## src/rtl/core/cbpm_pkg.sv

```systemverilog
// Shared types and codes of the clock buffer pool manager.
`timescale 1ns / 1ps
`default_nettype none
package cbpm_pkg;

    typedef enum logic [2:0] {
        CMD_PIN     = 3'd0,
        CMD_UNPIN   = 3'd1,
        CMD_INSTALL = 3'd2,
        CMD_DISPOSE = 3'd3,
        CMD_FLUSH   = 3'd4
    } cmd_t;

    typedef enum logic [2:0] {
        ST_OK        = 3'd0,
        ST_NO_FRAME  = 3'd1,
        ST_NOT_RES   = 3'd2,
        ST_NOT_PIN   = 3'd3,
        ST_PINNED    = 3'd4,
        ST_RESIDENT  = 3'd5
    } status_t;

    typedef enum logic [2:0] {
        S_IDLE,
        S_SEARCH,
        S_ALIGN,
        S_SCAN,
        S_FLUSH,
        S_EMIT
    } state_t;

    localparam logic [7:0] PIN_MAX = 8'hFF;

    typedef struct packed {
        logic [7:0]  tag_file;
        logic [19:0] tag_page;
        logic        valid;
        logic        refbit;
        logic        dirty;
        logic [7:0]  pin;
    } frame_t;

    typedef struct packed {
        logic [2:0]  status;
        logic [3:0]  frame;
        logic        hit;
        logic        fetch;
        logic        writeback;
        logic [7:0]  wb_file;
        logic [19:0] wb_page;
        logic        last;
    } rsp_t;

endpackage
`default_nettype wire

```

## src/rtl/core/cbpm_if.sv

```systemverilog
// Request and response channel interfaces.
`timescale 1ns / 1ps
`default_nettype none
interface cbpm_req_if;
    logic        valid;
    logic        ready;
    logic [2:0]  command;
    logic [7:0]  file_id;
    logic [19:0] page_no;
    logic        mark_dirty;
    modport source (output valid, command, file_id, page_no, mark_dirty, input ready);
    modport sink (input valid, command, file_id, page_no, mark_dirty, output ready);
endinterface

interface cbpm_rsp_if;
    logic        valid;
    logic        ready;
    logic [2:0]  status;
    logic [3:0]  frame;
    logic        hit;
    logic        fetch;
    logic        writeback;
    logic [7:0]  wb_file;
    logic [19:0] wb_page;
    logic        last;
    modport source (output valid, status, frame, hit, fetch, writeback, wb_file, wb_page,
                    last, input ready);
    modport sink (input valid, status, frame, hit, fetch, writeback, wb_file, wb_page,
                  last, output ready);
endinterface
`default_nettype wire

```

## src/rtl/core/clock_buffer_pool_manager.sv

```systemverilog
// A hit or simple command looks up every frame, then responds; a miss on a pin or install
// also rotates the ring to the clock hand and scans from there for a victim; a flush
// rotates the ring to frame 0 and scans it for the file's frames, then emits its results.
// One command at a time; the ring of frame cells rotates one frame per cycle while it shifts.
// Reset: all frames invalid and cleared, clock hand on the last frame, no clearing pass.
`timescale 1ns / 1ps
`default_nettype none
module clock_buffer_pool_manager
    import cbpm_pkg::*;
#(
    parameter int NUM_FRAMES = 16
)
(
    input  wire logic   clk,
    input  wire logic   rst_n,
    cbpm_req_if.sink    req,
    cbpm_rsp_if.source  rsp
);

    localparam int IW = (NUM_FRAMES > 1) ? $clog2(NUM_FRAMES) : 1;
    localparam int CW = $clog2(2 * NUM_FRAMES + 1);

    logic [IW-1:0] cell_idx [NUM_FRAMES];
    frame_t        cell_data [NUM_FRAMES];

    logic          shift_en;
    logic          head_wr;
    frame_t        head_new;

    state_t        state_reg, state_next;
    logic [2:0]    cmd_reg, cmd_next;
    logic [7:0]    file_reg, file_next;
    logic [19:0]   page_reg, page_next;
    logic          md_reg, md_next;
    logic [CW-1:0] cnt_reg, cnt_next;
    logic          found_reg, found_next;
    logic [IW-1:0] hand_reg, hand_next;
    rsp_t          res_reg, res_next;
    rsp_t          out_reg, out_next;
    logic          out_valid_reg, out_valid_next;

    logic          accept;
    logic          can_emit;
    logic          head_match;
    logic          file_match;
    logic          search_end;
    logic          scan_end;
    logic          flush_end;
    logic [IW-1:0] align_tgt;
    frame_t        head;
    frame_t        fresh;

    genvar g;
    generate
        for (g = 0; g < NUM_FRAMES; g++)
        begin : g_cell
            if (g == NUM_FRAMES - 1)
            begin : g_tail
                cbpm_cell #(.IW(IW), .POS(g)) u_cell (
                    .clk        (clk),
                    .rst_n      (rst_n),
                    .shift      (shift_en),
                    .write      (1'b0),
                    .shift_idx  (cell_idx[0]),
                    .shift_data (head_new),
                    .write_data (head_new),
                    .idx        (cell_idx[g]),
                    .data       (cell_data[g])
                );
            end
            else if (g == 0)
            begin : g_head
                cbpm_cell #(.IW(IW), .POS(g)) u_cell (
                    .clk        (clk),
                    .rst_n      (rst_n),
                    .shift      (shift_en),
                    .write      (head_wr),
                    .shift_idx  (cell_idx[g+1]),
                    .shift_data (cell_data[g+1]),
                    .write_data (head_new),
                    .idx        (cell_idx[g]),
                    .data       (cell_data[g])
                );
            end
            else
            begin : g_mid
                cbpm_cell #(.IW(IW), .POS(g)) u_cell (
                    .clk        (clk),
                    .rst_n      (rst_n),
                    .shift      (shift_en),
                    .write      (1'b0),
                    .shift_idx  (cell_idx[g+1]),
                    .shift_data (cell_data[g+1]),
                    .write_data (head_new),
                    .idx        (cell_idx[g]),
                    .data       (cell_data[g])
                );
            end
        end
    endgenerate

    assign head       = cell_data[0];
    assign accept     = req.valid && req.ready;
    assign can_emit   = !out_valid_reg || rsp.ready;
    assign file_match = head.valid && (head.tag_file == file_reg);
    assign head_match = file_match && (head.tag_page == page_reg);
    assign search_end = (cnt_reg == CW'(NUM_FRAMES - 1));
    assign scan_end   = (cnt_reg == CW'(2 * NUM_FRAMES));
    assign flush_end  = (cnt_reg == CW'(NUM_FRAMES));
    assign align_tgt  = (cmd_reg == CMD_FLUSH) ? '0 : hand_reg;

    always_comb
    begin
        fresh          = '0;
        fresh.tag_file = file_reg;
        fresh.tag_page = page_reg;
        fresh.valid    = 1'b1;
        fresh.refbit   = 1'b1;
        fresh.pin      = 8'd1;
    end

    // Next state
    always_comb
    begin
        state_next = state_reg;
        case (state_reg)
            S_IDLE:
            begin
                if (accept)
                begin
                    if (req.command inside {CMD_PIN, CMD_UNPIN, CMD_INSTALL, CMD_DISPOSE})
                        state_next = S_SEARCH;
                    else if (req.command == CMD_FLUSH)
                        state_next = S_ALIGN;
                end
            end
            S_SEARCH:
            begin
                if (search_end)
                begin
                    if (found_reg || head_match)
                        state_next = S_EMIT;
                    else if (cmd_reg == CMD_PIN || cmd_reg == CMD_INSTALL)
                        state_next = S_ALIGN;
                    else
                        state_next = S_EMIT;
                end
            end
            S_ALIGN:
            begin
                if (cell_idx[0] == align_tgt)
                    state_next = (cmd_reg == CMD_FLUSH) ? S_FLUSH : S_SCAN;
            end
            S_SCAN:
            begin
                if (scan_end || !head.valid || (!head.refbit && head.pin == '0))
                    state_next = S_EMIT;
            end
            S_FLUSH:
            begin
                if (flush_end || (file_match && head.pin != '0))
                    state_next = S_EMIT;
            end
            S_EMIT:
            begin
                if (can_emit)
                    state_next = S_IDLE;
            end
            default: state_next = S_IDLE;
        endcase
    end

    // Datapath and outputs
    always_comb
    begin
        cmd_next       = cmd_reg;
        file_next      = file_reg;
        page_next      = page_reg;
        md_next        = md_reg;
        cnt_next       = cnt_reg;
        found_next     = found_reg;
        hand_next      = hand_reg;
        res_next       = res_reg;
        out_next       = out_reg;
        out_valid_next = rsp.ready ? 1'b0 : out_valid_reg;
        shift_en       = 1'b0;
        head_wr        = 1'b0;
        head_new       = head;
        case (state_reg)
            S_IDLE:
            begin
                if (accept)
                begin
                    cmd_next   = req.command;
                    file_next  = req.file_id;
                    page_next  = req.page_no;
                    md_next    = req.mark_dirty;
                    cnt_next   = '0;
                    found_next = 1'b0;
                end
            end
            S_SEARCH:
            begin
                shift_en = 1'b1;
                cnt_next = cnt_reg + 1'b1;
                if (head_match)
                begin
                    found_next     = 1'b1;
                    res_next       = '0;
                    res_next.frame = 4'(cell_idx[0]);
                    res_next.hit   = 1'b1;
                    res_next.last  = 1'b1;
                    case (cmd_reg)
                        CMD_PIN:
                        begin
                            head_new.refbit = 1'b1;
                            if (head.pin != PIN_MAX)
                                head_new.pin = head.pin + 1'b1;
                        end
                        CMD_UNPIN:
                        begin
                            if (head.pin == '0)
                                res_next.status = ST_NOT_PIN;
                            else
                            begin
                                head_new.pin   = head.pin - 1'b1;
                                head_new.dirty = head.dirty | md_reg;
                            end
                        end
                        CMD_INSTALL: res_next.status = ST_RESIDENT;
                        CMD_DISPOSE: head_new = '0;
                        default: res_next.status = ST_OK;
                    endcase
                end
                else if (search_end && !found_reg)
                begin
                    res_next      = '0;
                    res_next.last = 1'b1;
                    if (cmd_reg == CMD_UNPIN)
                        res_next.status = ST_NOT_RES;
                end
                if (search_end)
                    cnt_next = '0;
            end
            S_ALIGN:
            begin
                if (cell_idx[0] != align_tgt)
                    shift_en = 1'b1;
            end
            S_SCAN:
            begin
                res_next      = '0;
                res_next.last = 1'b1;
                res_next.frame = 4'(cell_idx[0]);
                res_next.fetch = (cmd_reg == CMD_PIN);
                if (scan_end)
                begin
                    res_next.status = ST_NO_FRAME;
                    res_next.frame  = '0;
                    res_next.fetch  = 1'b0;
                    hand_next       = cell_idx[0];
                end
                else if (!head.valid)
                begin
                    // take the free frame and step past it
                    head_new  = fresh;
                    shift_en  = 1'b1;
                    hand_next = cell_idx[1];
                end
                else if (head.refbit)
                begin
                    head_new.refbit = 1'b0;
                    shift_en        = 1'b1;
                    cnt_next        = cnt_reg + 1'b1;
                end
                else if (head.pin == '0)
                begin
                    // evict; hand stays on the victim
                    res_next.writeback = head.dirty;
                    res_next.wb_file   = head.dirty ? head.tag_file : '0;
                    res_next.wb_page   = head.dirty ? head.tag_page : '0;
                    head_new           = fresh;
                    head_wr            = 1'b1;
                    hand_next          = cell_idx[0];
                end
                else
                begin
                    shift_en = 1'b1;
                    cnt_next = cnt_reg + 1'b1;
                end
            end
            S_FLUSH:
            begin
                res_next      = '0;
                res_next.last = 1'b1;
                if (flush_end)
                    res_next.status = ST_OK;
                else if (file_match && head.pin != '0)
                begin
                    res_next.status = ST_PINNED;
                    res_next.frame  = 4'(cell_idx[0]);
                end
                else if (file_match && head.dirty)
                begin
                    // hold until the output slot frees up
                    if (can_emit)
                    begin
                        out_next           = '0;
                        out_next.frame     = 4'(cell_idx[0]);
                        out_next.writeback = 1'b1;
                        out_next.wb_file   = head.tag_file;
                        out_next.wb_page   = head.tag_page;
                        out_valid_next     = 1'b1;
                        head_new           = '0;
                        shift_en           = 1'b1;
                        cnt_next           = cnt_reg + 1'b1;
                    end
                end
                else
                begin
                    if (file_match)
                        head_new = '0;
                    shift_en = 1'b1;
                    cnt_next = cnt_reg + 1'b1;
                end
            end
            S_EMIT:
            begin
                if (can_emit)
                begin
                    out_next       = res_reg;
                    out_valid_next = 1'b1;
                end
            end
            default: ;
        endcase
    end

    always_ff @(posedge clk or negedge rst_n)
    begin
        if (!rst_n)
        begin
            state_reg     <= S_IDLE;
            out_valid_reg <= 1'b0;
            hand_reg      <= IW'(NUM_FRAMES - 1);
            cnt_reg       <= '0;
            found_reg     <= 1'b0;
        end
        else
        begin
            state_reg     <= state_next;
            out_valid_reg <= out_valid_next;
            hand_reg      <= hand_next;
            cnt_reg       <= cnt_next;
            found_reg     <= found_next;
        end
    end

    always_ff @(posedge clk)
    begin
        cmd_reg  <= cmd_next;
        file_reg <= file_next;
        page_reg <= page_next;
        md_reg   <= md_next;
        res_reg  <= res_next;
        out_reg  <= out_next;
    end

    assign req.ready     = (state_reg == S_IDLE);
    assign rsp.valid     = out_valid_reg;
    assign rsp.status    = out_reg.status;
    assign rsp.frame     = out_reg.frame;
    assign rsp.hit       = out_reg.hit;
    assign rsp.fetch     = out_reg.fetch;
    assign rsp.writeback = out_reg.writeback;
    assign rsp.wb_file   = out_reg.wb_file;
    assign rsp.wb_page   = out_reg.wb_page;
    assign rsp.last      = out_reg.last;

endmodule
`default_nettype wire

```

## src/rtl/core/cbpm_cell.sv

```systemverilog
// One frame cell of the rotating frame ring.
`timescale 1ns / 1ps
`default_nettype none
module cbpm_cell
    import cbpm_pkg::*;
#(
    parameter int IW  = 4,
    parameter int POS = 0
)
(
    input  wire logic          clk,
    input  wire logic          rst_n,
    input  wire logic          shift,
    input  wire logic          write,
    input  wire logic [IW-1:0] shift_idx,
    input  wire frame_t        shift_data,
    input  wire frame_t        write_data,
    output logic      [IW-1:0] idx,
    output frame_t             data
);

    logic [IW-1:0] idx_reg;
    frame_t        data_reg;

    always_ff @(posedge clk or negedge rst_n)
    begin
        if (!rst_n)
        begin
            idx_reg  <= IW'(POS);
            data_reg <= '0;
        end
        else if (shift)
        begin
            idx_reg  <= shift_idx;
            data_reg <= shift_data;
        end
        else if (write)
        begin
            data_reg <= write_data;
        end
    end

    assign idx  = idx_reg;
    assign data = data_reg;

endmodule
`default_nettype wire
```

## src/flat_wrapper.sv

```systemverilog
// flat-port wrapper written by rule: the top's interface ports become plain ports
module clock_buffer_pool_manager_flat import cbpm_pkg::*;
#(
    parameter int NUM_FRAMES = 16
)
  (clk, rst_n, req_valid, req_command, req_file_id, req_page_no, req_mark_dirty, req_ready, rsp_valid, rsp_status, rsp_frame, rsp_hit, rsp_fetch, rsp_writeback, rsp_wb_file, rsp_wb_page, rsp_last, rsp_ready);
  cbpm_req_if req_i ();
  cbpm_rsp_if rsp_i ();
  input  wire logic clk;
  input  wire logic rst_n;
  input wire logic [$bits(req_i.valid)-1:0] req_valid;
  input wire logic [$bits(req_i.command)-1:0] req_command;
  input wire logic [$bits(req_i.file_id)-1:0] req_file_id;
  input wire logic [$bits(req_i.page_no)-1:0] req_page_no;
  input wire logic [$bits(req_i.mark_dirty)-1:0] req_mark_dirty;
  output wire logic [$bits(req_i.ready)-1:0] req_ready;
  output wire logic [$bits(rsp_i.valid)-1:0] rsp_valid;
  output wire logic [$bits(rsp_i.status)-1:0] rsp_status;
  output wire logic [$bits(rsp_i.frame)-1:0] rsp_frame;
  output wire logic [$bits(rsp_i.hit)-1:0] rsp_hit;
  output wire logic [$bits(rsp_i.fetch)-1:0] rsp_fetch;
  output wire logic [$bits(rsp_i.writeback)-1:0] rsp_writeback;
  output wire logic [$bits(rsp_i.wb_file)-1:0] rsp_wb_file;
  output wire logic [$bits(rsp_i.wb_page)-1:0] rsp_wb_page;
  output wire logic [$bits(rsp_i.last)-1:0] rsp_last;
  input wire logic [$bits(rsp_i.ready)-1:0] rsp_ready;
  assign req_i.valid = req_valid;
  assign req_i.command = req_command;
  assign req_i.file_id = req_file_id;
  assign req_i.page_no = req_page_no;
  assign req_i.mark_dirty = req_mark_dirty;
  assign req_ready = req_i.ready;
  assign rsp_valid = rsp_i.valid;
  assign rsp_status = rsp_i.status;
  assign rsp_frame = rsp_i.frame;
  assign rsp_hit = rsp_i.hit;
  assign rsp_fetch = rsp_i.fetch;
  assign rsp_writeback = rsp_i.writeback;
  assign rsp_wb_file = rsp_i.wb_file;
  assign rsp_wb_page = rsp_i.wb_page;
  assign rsp_last = rsp_i.last;
  assign rsp_i.ready = rsp_ready;
  clock_buffer_pool_manager #(.NUM_FRAMES(NUM_FRAMES)) u_core (.clk(clk), .rst_n(rst_n), .req(req_i), .rsp(rsp_i));
endmodule
```

## config.mk

```make
export PLATFORM = sky130hd
export DESIGN_NAME = clock_buffer_pool_manager_flat
export DESIGN_NICKNAME = d
export VERILOG_FILES = /design/src/rtl/core/cbpm_pkg.sv /design/src/rtl/core/cbpm_if.sv /design/src/rtl/core/clock_buffer_pool_manager.sv /design/src/rtl/core/cbpm_cell.sv /design/src/flat_wrapper.sv
export SDC_FILE = /design/constraint.sdc
export NUM_CORES = 1
export LEC_CHECK = 0
export BUFFER_PORTS_ARGS = -buffer_cell sky130_fd_sc_hd__buf_2
export CAP_MARGIN = 15
export CORE_MARGIN = 8
export CORE_UTILIZATION = 45
export DETAILED_ROUTE_END_ITERATION = 16
export PLACE_DENSITY_LB_ADDON = 0.15
export SETUP_SLACK_MARGIN = 0.4
export SLEW_MARGIN = 20
export SYNTH_ARGS = -nofsm -noshare
export SYNTH_HDL_FRONTEND = slang
export SYNTH_SLANG_ARGS = --single-unit
```

## constraint.sdc

```tcl
create_clock -name clk -period 4.7 [get_ports clk]
set_input_delay 1.175 -clock clk [delete_from_list [all_inputs] [get_ports clk]]
set_output_delay 1.175 -clock clk [all_outputs]
set_load 0.01 [all_outputs]
```

==> flow_summary.json <==
{
  "status": "complete, no violations",
  "dpl.hpwl_mm": 45.37,
  "setup_viol_count_final": 0,
  "core-area_mm2": 0.07246,
  "first_pass_iters": 6,
  "row_count": 99,
  "grt-ovfl-total": 0,
  "critPathRequiredTime_ns": 5.19,
  "synth.avg_cell_area_um2": 9.379,
  "synthFlopType": "dfrtp_1",
  "ys_top_cells_by_count": "1,938 x nand2_1, 667 x dfrtp_1, 109 x edfxtp_1",
  "fmax_mhz": 270.8,
  "finalCriticalPeriod_ns": 3.692,
  "cts.clk_slew.worst_paths_ns": 0.06,
  "finalClockSkew_ns": 0.03466,
  "post_cts_buffers": 0,
  "hold_path_class": "primary input to asynchronous set/reset pin",
  "ys_warn_count": 0,
  "via_per_inst": 5.107,
  "cp_max_fo": 22,
  "tightestPinTransition_ns": 1.060,
  "crit_type": "flop to flop",
  "cts_buffers": 87,
  "p_per_area_mw_per_mm2": 733.2,
  "yosysTopAreaCell": "dfrtp_1",
  "start_util_pct": 45.17,
  "synth-edff-count": 109,
  "nNetsFinal": 3542,
  "grt_pass1_wl_mm": 123.3,
  "vias": 23140,
  "holdWs_ns": 0.4397,
  "ys_types": 75,
  "antenna_left": 0,
  "synth.most_common_cell": "nand2_1",
  "tns_ns": 0,
  "place_area_mm2": 0.03398,
  "drive_gt1_share_pct": 9.745,
  "start_kind": "flop",
  "die_area_mm2": 0.08162,
  "cts_resized": 0,
  "drt-wirelength-per-cell_um": 16.22,
  "htreeDepth": 3,
  "wirelength_mm": 73.50,
  "crit_arrival_ns": 4.18,
  "synth_fp_nets": 3531,
  "cts_hold_buf": 0,
  "first_iter_violations": 1912,
  "final_hold_viol_count": 0,
  "chipWidth_um": 285.7,
  "nFillCells": 6675,
  "synth_top_area_share_pct": 50.99,
  "track_usage_pct": 18.12,
  "ys_async_sr_fraction_pct": 86.58,
  "end_kind": "flop",
  "drc": 0,
  "fin_crit_sh_pct": 78.56,
  "cts_tree": "built",
  "io_pins": 77,
  "placedCellCount": 4370,
  "ys_ff_latch": 812,
  "portBuffers": 76,
  "max_cap_violations": 0,
  "largest_register_ffs": 546,
  "slew_viol_final": 0,
  "postSynthCellCount": 3490,
  "gp_congestion": 0.8344,
  "grt_max_degree": 210,
  "grt_pass1_vias": 23230,
  "rsz0062_at_grt": "false",
  "fin_cells": 4531,
  "power.leakage_nw": 18.94,
  "cts.sinks": 812,
  "cts_root_buffer": "clkbuf_16",
  "antenna_found_initial": 5,
  "clk_latency_ns": 0.64,
  "irDropWorstVdd_mv": 0.6589,
  "design_area_mm2": 0.03695,
  "area_growth_pct": 12.88,
  "die_y_um": 285.7,
  "maxSlewHeadroom_pct": 29.31,
  "clock_path_buffers": 3,
  "netlist_top_cells_area": "dfrtp_1 51%, nand2_1 22%, edfxtp_1 10%",
  "finalPower_mw": 27.09,
  "synth_area_mm2": 0.03273,
  "ys_seq_area_share_pct": 63.88
}
==> layer usage <==
metal | vias to the layer above | global-route usage, % | part of all wire [%]
met2 | 375 | 28.70 | 46
met1 | 11500 | 25.20 | 46
met3 | 122 | 3.475 | 4.8
met4 | 6 | 5.739 | 2.6
li1 | 11130 | - | -
met5 | - | 0 | 0.073
==> layout make-up <==
cell class                 count  area, um2  share of cell area (%)
sequential                   812      20910                   56.60
clock inverter                33      432.9                   1.172
antenna                        1      2.502                0.006773
tap                          959       1200                   3.248
timing repair buffer         126       1036                   2.804
multi-input combinational   2457      10790                   29.22
clock buffer                 126       2507                   6.787
inverter                      17      63.81                  0.1727
==> cells by family after synthesis <==
family	Yosys count	synth area share (%)
AOI/OAI and AO/OA	221	4.365
xor gates and xnor gates	32	0.8563
adders and majority gates	5	0.1911
buffers and inverters	221	3.303
DFF	812	63.88
muxes	40	1.349
and+or+nand+nor	2159	26.05
==> final timing paths <==
check / slack, ns / depth (start not counted) / from / end
max: 1.01 / 9 / u_core.state_reg[2]$_DFFE_PN0P_ / u_core.g_cell[15].g_tail.u_cell.data[19]$_DFFE_PN0P_
min: 0.44 / 1 / rst_n / u_core.g_cell[10].g_mid.u_cell.idx[2]$_DFFE_PN0P_
max reg2reg: 1.01 / 9 / u_core.state_reg[2]$_DFFE_PN0P_ / u_core.g_cell[15].g_tail.u_cell.data[19]$_DFFE_PN0P_
min reg2reg: 0.45 / 2 / u_core.g_cell[4].g_mid.u_cell.data[3]$_DFFE_PN0P_ / u_core.g_cell[3].g_mid.u_cell.data[3]$_DFFE_PN0P_
max in group asynchronous: 3.06 / 3 / rst_n / u_core.g_cell[13].g_mid.u_cell.data[27]$_DFFE_PN0P_
min in group clk: 0.45 / 2 / u_core.g_cell[4].g_mid.u_cell.data[3]$_DFFE_PN0P_ / u_core.g_cell[3].g_mid.u_cell.data[3]$_DFFE_PN0P_
==> report_power, final <==
| part | switching (mW) | internal (mW) | total (mW) | leakage (nW) |
|---|---|---|---|---|
| sequential | 1.60 | 9.68 | 11.3 | 10.3 |
| clock | 2.80 | 4.16 | 6.97 | 1.44 |
| combinational | 6.28 | 2.57 | 8.84 | 7.19 |
| total | 10.7 | 16.4 | 27.1 | 18.9 |
==> critical path, stage by stage, from the launching register on <==
cell and delay (ns):
dfrtp_1 0.60, nor3b_2 0.55, o21ai_1 0.14, buf_4 0.20
nor4_1 0.67, nor2_1 0.19, a21o_1 0.59, buf_4 0.36
a21oi_1 0.13, o31ai_1 0.09
==> metrics by stage <==
step	utilization, %	setup slack (ns)
final	50.99	1.008
after global routing	50.98	0.7612
after CTS	50.95	1.002
after detailed placement	46.89	0.8970
after global placement	46.89	0.8486
after floorplan	-	0.9280
==> placed cells by master (no fill, tap or decap), types with 13 or more instances in the layout <==
cell type  synthesis  final
buf_4             31     29
dfrtp_1          667    667
buf_2             96     75
dfstp_2           36     36
clkbuf_16          0     90
inv_1             16     16
o21ai_0           35     35
nand3_1           30     30
buf_12             0     20
nor3_1            14     13
clkinv_2           0     15
o31ai_1           29     29
clkbuf_1          72     24
edfxtp_1         109    109
mux2_2            33     33
nor2_1            63     61
a31oi_1           62     62
and3_1            35     34
nand2_1         1938   1938
xnor2_1           20     20
a21oi_1           39     39
(Power assumes the default switching activity.)
